`src/design/cbi_pkg.sv`:
```
package cbi_pkg;

  // field widths
  localparam int unsigned SampleW = 8;
  localparam int unsigned FracW   = 3;
  localparam int unsigned WgtW    = 7;
  localparam int unsigned SumW    = 14;
  localparam int unsigned WgtShift = 6;

  // default block geometry
  localparam int unsigned DefBlockSide = 4;

  // bilinear constants
  localparam logic [FracW:0]  FracOne   = 4'd8;
  localparam logic [SumW-1:0] RoundBias = 14'd32;

  typedef logic [SampleW-1:0] sample_t;
  typedef logic [FracW-1:0]   frac_t;

  // one cb/cr pair as held in the tap line
  typedef struct packed {
    sample_t cr;
    sample_t cb;
  } pair_t;

  // weights in order: top left, top right, bottom left, bottom right
  typedef logic [3:0][WgtW-1:0] weight_set_t;

  // 2x2 neighborhood of one component
  typedef struct packed {
    sample_t a;
    sample_t b;
    sample_t c;
    sample_t d;
  } quad_t;

  // operands handed from the window to the lanes
  typedef struct packed {
    logic        emit;
    logic        last;
    weight_set_t wgt;
    quad_t       cb;
    quad_t       cr;
  } win_op_t;

  // the four bilinear weights from the eighth-sample fractions
  function automatic weight_set_t calc_weights(frac_t fx, frac_t fy);
    logic [FracW:0]     ix;
    logic [FracW:0]     iy;
    logic [FracW:0]     x;
    logic [FracW:0]     y;
    logic [2*FracW+1:0] ix_w;
    logic [2*FracW+1:0] iy_w;
    logic [2*FracW+1:0] x_w;
    logic [2*FracW+1:0] y_w;
    logic [2*FracW+1:0] p0;
    logic [2*FracW+1:0] p1;
    logic [2*FracW+1:0] p2;
    logic [2*FracW+1:0] p3;
    weight_set_t        w;
    x  = {1'b0, fx};
    y  = {1'b0, fy};
    ix = FracOne - x;
    iy = FracOne - y;
    ix_w = {{(FracW+1){1'b0}}, ix};
    iy_w = {{(FracW+1){1'b0}}, iy};
    x_w  = {{(FracW+1){1'b0}}, x};
    y_w  = {{(FracW+1){1'b0}}, y};
    p0 = ix_w * iy_w;
    p1 = x_w * iy_w;
    p2 = ix_w * y_w;
    p3 = x_w * y_w;
    w[0] = p0[WgtW-1:0];
    w[1] = p1[WgtW-1:0];
    w[2] = p2[WgtW-1:0];
    w[3] = p3[WgtW-1:0];
    return w;
  endfunction

endpackage

```
`src/design/cbi_lane.sv`:
```
module cbi_lane (
  input  cbi_pkg::weight_set_t wgt_i,
  input  cbi_pkg::quad_t       quad_i,
  output cbi_pkg::sample_t     pred_o
);
  import cbi_pkg::*;

  logic [SumW-1:0] prod_a;
  logic [SumW-1:0] prod_b;
  logic [SumW-1:0] prod_c;
  logic [SumW-1:0] prod_d;
  logic [SumW-1:0] sum;

  // weighted taps, weights sum to 64 so the total stays below 2^14
  assign prod_a = SumW'(wgt_i[0]) * SumW'(quad_i.a);
  assign prod_b = SumW'(wgt_i[1]) * SumW'(quad_i.b);
  assign prod_c = SumW'(wgt_i[2]) * SumW'(quad_i.c);
  assign prod_d = SumW'(wgt_i[3]) * SumW'(quad_i.d);

  // round and scale back to sample range
  assign sum    = prod_a + prod_b + prod_c + prod_d + RoundBias;
  assign pred_o = sum[WgtShift +: SampleW];

endmodule

```
`src/design/cbi_window.sv`:
```
module cbi_window #(
  parameter int unsigned BlockSide = cbi_pkg::DefBlockSide
) (
  input  logic             clk_i,
  input  logic             rst_ni,
  input  logic             accept_i,
  input  cbi_pkg::pair_t   cur_i,
  input  cbi_pkg::frac_t   frac_x_i,
  input  cbi_pkg::frac_t   frac_y_i,
  output cbi_pkg::win_op_t op_o
);
  import cbi_pkg::*;

  localparam int unsigned WinSide = BlockSide + 1;
  localparam int unsigned CntW    = $clog2(WinSide);
  localparam logic [CntW-1:0] CntLast = CntW'(WinSide - 1);

  logic [CntW-1:0] col_q, col_d;
  logic [CntW-1:0] row_q, row_d;
  weight_set_t     wgt_q, wgt_d;
  logic            first;

  // tap line: entry 0 is the previous word, entry WinSide-1 the word above,
  // entry WinSide the word above and to the left
  pair_t tap_q [WinSide+1];
  pair_t top_l;
  pair_t top_r;
  pair_t left;

  assign first = (col_q == '0) && (row_q == '0);
  assign left  = tap_q[0];
  assign top_r = tap_q[WinSide-1];
  assign top_l = tap_q[WinSide];

  // weights latched with the first word of a window
  always_comb begin
    wgt_d = wgt_q;
    if (first) begin
      wgt_d = calc_weights(frac_x_i, frac_y_i);
    end
  end

  // raster position within the window
  always_comb begin
    col_d = col_q;
    row_d = row_q;
    if (col_q == CntLast) begin
      col_d = '0;
      row_d = (row_q == CntLast) ? '0 : row_q + 1'b1;
    end else begin
      col_d = col_q + 1'b1;
    end
  end

  always_ff @(posedge clk_i or negedge rst_ni) begin
    if (!rst_ni) begin
      col_q <= '0;
      row_q <= '0;
      wgt_q <= '0;
    end else if (accept_i) begin
      col_q <= col_d;
      row_q <= row_d;
      wgt_q <= wgt_d;
    end
  end

  // shift line of past words
  always_ff @(posedge clk_i) begin
    if (accept_i) begin
      tap_q[0] <= cur_i;
      for (int i = 1; i <= WinSide; i++) begin
        tap_q[i] <= tap_q[i-1];
      end
    end
  end

  // neighborhood of the current word
  always_comb begin
    op_o.emit = (col_q != '0) && (row_q != '0);
    op_o.last = (col_q == CntLast) && (row_q == CntLast);
    op_o.wgt  = wgt_d;
    op_o.cb.a = top_l.cb;
    op_o.cb.b = top_r.cb;
    op_o.cb.c = left.cb;
    op_o.cb.d = cur_i.cb;
    op_o.cr.a = top_l.cr;
    op_o.cr.b = top_r.cr;
    op_o.cr.c = left.cr;
    op_o.cr.d = cur_i.cr;
  end

endmodule

```
`src/design/chroma_bilinear_interpolator_4x4_unit.sv`:
```
// channel | handshake               | word
// --------+-------------------------+--------------------------------------------
// input   | in_valid_i/in_ready_o   | cb_sample_i, cr_sample_i, frac_x_i, frac_y_i
// output  | out_valid_o/out_ready_i | cb_pred_o, cr_pred_o, block_last_o
//
// one input word per cycle while in_ready_o is high; the prediction for the word
// that completes its 2x2 neighborhood passes the operand register, then the output register
// words in row 0 or column 0 of the window produce nothing
// a held output lets the operand register still fill; the input stalls only
// once both the operand and the output register hold a prediction
// reset clears position counters, weights and valid flags
module chroma_bilinear_interpolator_4x4_unit #(
  parameter int unsigned BlockSide = cbi_pkg::DefBlockSide
) (
  input  logic             clk_i,
  input  logic             rst_ni,
  input  logic             in_valid_i,
  output logic             in_ready_o,
  input  cbi_pkg::sample_t cb_sample_i,
  input  cbi_pkg::sample_t cr_sample_i,
  input  cbi_pkg::frac_t   frac_x_i,
  input  cbi_pkg::frac_t   frac_y_i,
  output logic             out_valid_o,
  input  logic             out_ready_i,
  output cbi_pkg::sample_t cb_pred_o,
  output cbi_pkg::sample_t cr_pred_o,
  output logic             block_last_o
);
  import cbi_pkg::*;

  logic    accept;
  logic    out_en;
  logic    s1_en;
  pair_t   cur;
  win_op_t op;

  logic    s1_vld_q;
  win_op_t s1_op_q;
  logic    out_vld_q;
  sample_t cb_pred_q;
  sample_t cr_pred_q;
  logic    last_q;
  sample_t cb_lane;
  sample_t cr_lane;

  // global stall
  assign out_en     = !out_vld_q || out_ready_i;
  assign s1_en      = !s1_vld_q || out_en;
  assign in_ready_o = s1_en;
  assign accept     = in_valid_i && in_ready_o;

  assign cur.cb = cb_sample_i;
  assign cur.cr = cr_sample_i;

  // window tracking and neighborhood gathering
  cbi_window #(
    .BlockSide(BlockSide)
  ) u_window (
    .clk_i   (clk_i),
    .rst_ni  (rst_ni),
    .accept_i(accept),
    .cur_i   (cur),
    .frac_x_i(frac_x_i),
    .frac_y_i(frac_y_i),
    .op_o    (op)
  );

  // operand register
  always_ff @(posedge clk_i or negedge rst_ni) begin
    if (!rst_ni) begin
      s1_vld_q <= 1'b0;
    end else if (s1_en) begin
      s1_vld_q <= accept && op.emit;
    end
  end

  always_ff @(posedge clk_i) begin
    if (s1_en) begin
      s1_op_q <= op;
    end
  end

  // one lane per chroma component
  cbi_lane u_lane_cb (
    .wgt_i (s1_op_q.wgt),
    .quad_i(s1_op_q.cb),
    .pred_o(cb_lane)
  );

  cbi_lane u_lane_cr (
    .wgt_i (s1_op_q.wgt),
    .quad_i(s1_op_q.cr),
    .pred_o(cr_lane)
  );

  // merge lanes into the output register
  always_ff @(posedge clk_i or negedge rst_ni) begin
    if (!rst_ni) begin
      out_vld_q <= 1'b0;
    end else if (out_en) begin
      out_vld_q <= s1_vld_q;
    end
  end

  always_ff @(posedge clk_i) begin
    if (out_en) begin
      cb_pred_q <= cb_lane;
      cr_pred_q <= cr_lane;
      last_q    <= s1_op_q.last;
    end
  end

  assign out_valid_o  = out_vld_q;
  assign cb_pred_o    = cb_pred_q;
  assign cr_pred_o    = cr_pred_q;
  assign block_last_o = last_q;

endmodule
```
`config.mk`:
```
export PLATFORM = sky130hd
export DESIGN_NAME = chroma_bilinear_interpolator_4x4_unit
export DESIGN_NICKNAME = d
export VERILOG_FILES = /design/src/design/cbi_pkg.sv /design/src/design/cbi_lane.sv /design/src/design/cbi_window.sv /design/src/design/chroma_bilinear_interpolator_4x4_unit.sv
export SDC_FILE = /design/constraint.sdc
export NUM_CORES = 1
export LEC_CHECK = 0
export BUFFER_PORTS_ARGS = -buffer_cell sky130_fd_sc_hd__buf_4
export CAP_MARGIN = 20
export CORE_UTILIZATION = 45
export DETAILED_ROUTE_END_ITERATION = 6
export GPL_TIMING_DRIVEN = 1
export SYNTH_ARGS = -nofsm -noshare
export SYNTH_HDL_FRONTEND = slang
export SYNTH_SLANG_ARGS = --single-unit
```
`constraint.sdc`:
```
create_clock -name clk_i -period 9.3 [get_ports clk_i]
set_input_delay 0.93 -clock clk_i [delete_from_list [all_inputs] [get_ports clk_i]]
set_output_delay 0.93 -clock clk_i [all_outputs]
set_load 0.02 [all_outputs]
```
==> results.cfg <==
[sta]
fmax_ghz = 0.141
rsz0062_at_grt = false
relSlewSlack_pct = 27.3
final.setup_skew_ns = 0.0224
post-route-period-util_pct = 76.3
period_needed_ns = 7.10
finalSetupViolations = 0
tns_ns = 0
finalMaxSlewViolations = 0
hold_violations = 0
tightest_slew_ns = 1.09

[worst_setup_path]
r2r_cells = 21
startpoint = s1_op_q[86]
cp-start-kind = register
worstSetupEndpointType = register
r2r_start = s1_op_q[86]
rr_endpoint = cr_pred_o[7]
r2r_slack_ns = 2.20
path_max_fanout = 16
crit_required_ns = 9.62
worstSetupPathType = register to register
crit_arrival_ns = 7.41

[clocking]
cts_sinks = 242
cts_tree = built
htreeDepth = 1
holdBufCountCts = 0
cts-resized-gates = 0
cts_root_buf = clkbuf_16
clk_pin_slew_worst_paths_ns = 0.07
cts_setup_buffers = 0
cts_buffer_depth = 3
numCtsBuffers = 29
clk_latency_ns = 0.59

[die]
core_area_um2 = 51300
rows = 83
die_area_um2 = 52700
die_h_um = 230
initial_core_util_pct = 45.4
pin_count = 45
die_w_um = 230

[synthesis]
synth_nets = 2648
synth.distinct_cells = 37
yosys-top-cells-area = fa_1, edfxtp_1, ha_1
ys_ff_latch = 242
syn_inst = 2039
yosys.area_share.adder_pct = 43.3
synth_top_area_share_pct = 32.1
ys_warn_count = 0
synth_compound_area_share_pct = 2.00
synth_flop_cell = edfxtp_1
synth-xor-area-share_pct = 2.48
synth_top_area_cell = fa_1
synth_top_family_by_area = adder cells
synth_edf_count = 206
synth-seq-area-share_pct = 30.4
synthMuxAreaShare_pct = 1.01
synth.avg_cell_area_um2 = 11.4
async_flop_share_pct = 14.9
synthSimpleGateAreaFrac_pct = 12.8
synth_area_um2 = 23300

[route]
postRouteAntennaNets = 0
wire_per_inst_um = 18.8
vias_per_cell = 4.94
via_count = 13800
wl_um = 52500
drtPass1Iterations = 5
drcViolationCount = 0
dr.first_iter.drc_count = 691

[grt]
overflow = 0
grt_pass1_vias = 15700
grt_pass1_wl_um = 86700
grt_antenna_before_repair = 3
grt_max_degree = 76
track_usage_pct = 21.4

[layout]
drive_above_1_share_pct = 5.93
n_fill_cell = 4619
antenna_cells = 0
mostFrequentLayoutCells = inv_1, fa_1, and2_1, ha_1, edfxtp_1
nNetsFinal = 2695
area_growth_pct = 9.15
final_common_cell = inv_1

[run]
max-cap-violations = 0

[worst_hold_path]
hp-class = input pin to asynchronous set/reset pin

[place]
dpl.hpwl_um = 41200
gp_congestion = 0.851
port_buffers = 44

[run_status]
status = finished, final reports clean
per-stage QoR:
step / instances / hold WS [ns] / instance area, um^2 / setup slack (ns) / util, %
3_5_place_dp: 2735 / 0.405 / 24400 / 2.22 / 47.6
2_1_floorplan: 2039 / 0.400 / 23300 / 1.93 / -
5_1_grt: 2789 / 0.343 / 25400 / 1.88 / 49.6
3_3_place_gp: 2735 / 0.401 / 24400 / 2.28 / 47.6
6_report: 2789 / 0.317 / 25400 / 2.20 / 49.6
4_1_cts: 2789 / 0.319 / 25400 / 2.16 / 49.6
area by class of cell:
class,count,area (um^2),area share (%)
flip-flops and latches,242,7090,27.8
well taps,680,851,3.34
repair buffers,54,405,1.59
multi-input cells,1304,14400,56.4
inverters,455,1710,6.72
clock buffers,33,741,2.91
clock inverters,21,299,1.18
how the worst max path moves through the flow:
stage	end	slack (ns)	cells after the start
2_1_floorplan	u_window.wgt_q[15]	1.93	7
3_3_place_gp	cr_pred_o[7]	2.28	21
3_5_place_dp	cr_pred_o[7]	2.22	21
4_1_cts	cr_pred_o[7]	2.16	21
5_1_grt	cr_pred_o[7]	1.88	21
6_report	cr_pred_o[7]	2.20	21
state kept, by name, summed over array words and instances, names as in the netlist:
register and cells:
s1_op_q 93, cb_pred_o 8, u_window.col_q 3, u_window.wgt_q 28, block_last_o 1, u_window.row_q 3, u_window.tap_q 96, out_valid_o 1
s1_vld_q 1, cr_pred_o 8
per-layer routing:
metal | part of all wire, % | GRT usage, % | vias up | routed length [um]
met5 | 0 | 0 | - | 0
met4 | 2.9 | 6.33 | 0 | 1550
met3 | 5.1 | 3.15 | 71 | 2670
met2 | 47 | 35.4 | 292 | 24800
met1 | 45 | 29.2 | 7091 | 23500
li1 | - | - | 6316 | -
worst max-delay path: stages (launching register included):
cell and delay, ns:
edfxtp_1 0.70, and2_1 0.32, fa_1 0.50, inv_1 0.05, fa_1 0.47, fa_1 0.52
fa_1 0.54, inv_1 0.06, fa_1 0.50, fa_1 0.50, inv_1 0.05, fa_1 0.47
inv_1 0.04, ha_1 0.27, ha_1 0.28, nand2_1 0.05, o31ai_1 0.54, nor3b_1 0.36
o41ai_1 0.12, a21oi_1 0.23, a21oi_1 0.12, xnor2_1 0.13
synth_stat cells (2+ instances only):
library cell  count
inv_1           453
mux2_2           13
nor3b_1           2
xor2_1           16
o21ai_0          36
a21oi_1          16
nand4_1           2
nand2b_1          3
nor2_1           12
nor3_1            4
xnor2_1          50
dfrtp_1          36
edfxtp_1        206
o21a_1            2
clkbuf_1         35
mux2_4            6
nand2_1         193
fa_1            374
buf_6             3
nand3_1           4
nor2b_1           5
a21o_1           19
and2_1          327
ha_1            209
kinds of logic after synthesis:
| kind of cell | count (synthesis) |
|---|---|
| muxes | 19 |
| and+or+nand+nor | 557 |
| AOI/OAI and AO/OA | 79 |
| DFF | 242 |
| buffers and inverters | 493 |
| xor gates and xnor gates | 66 |
| adders and majority gates | 583 |
Power is not shown: default switching activity piles up to over one toggle a cycle in this logic, so the estimate is an artifact.
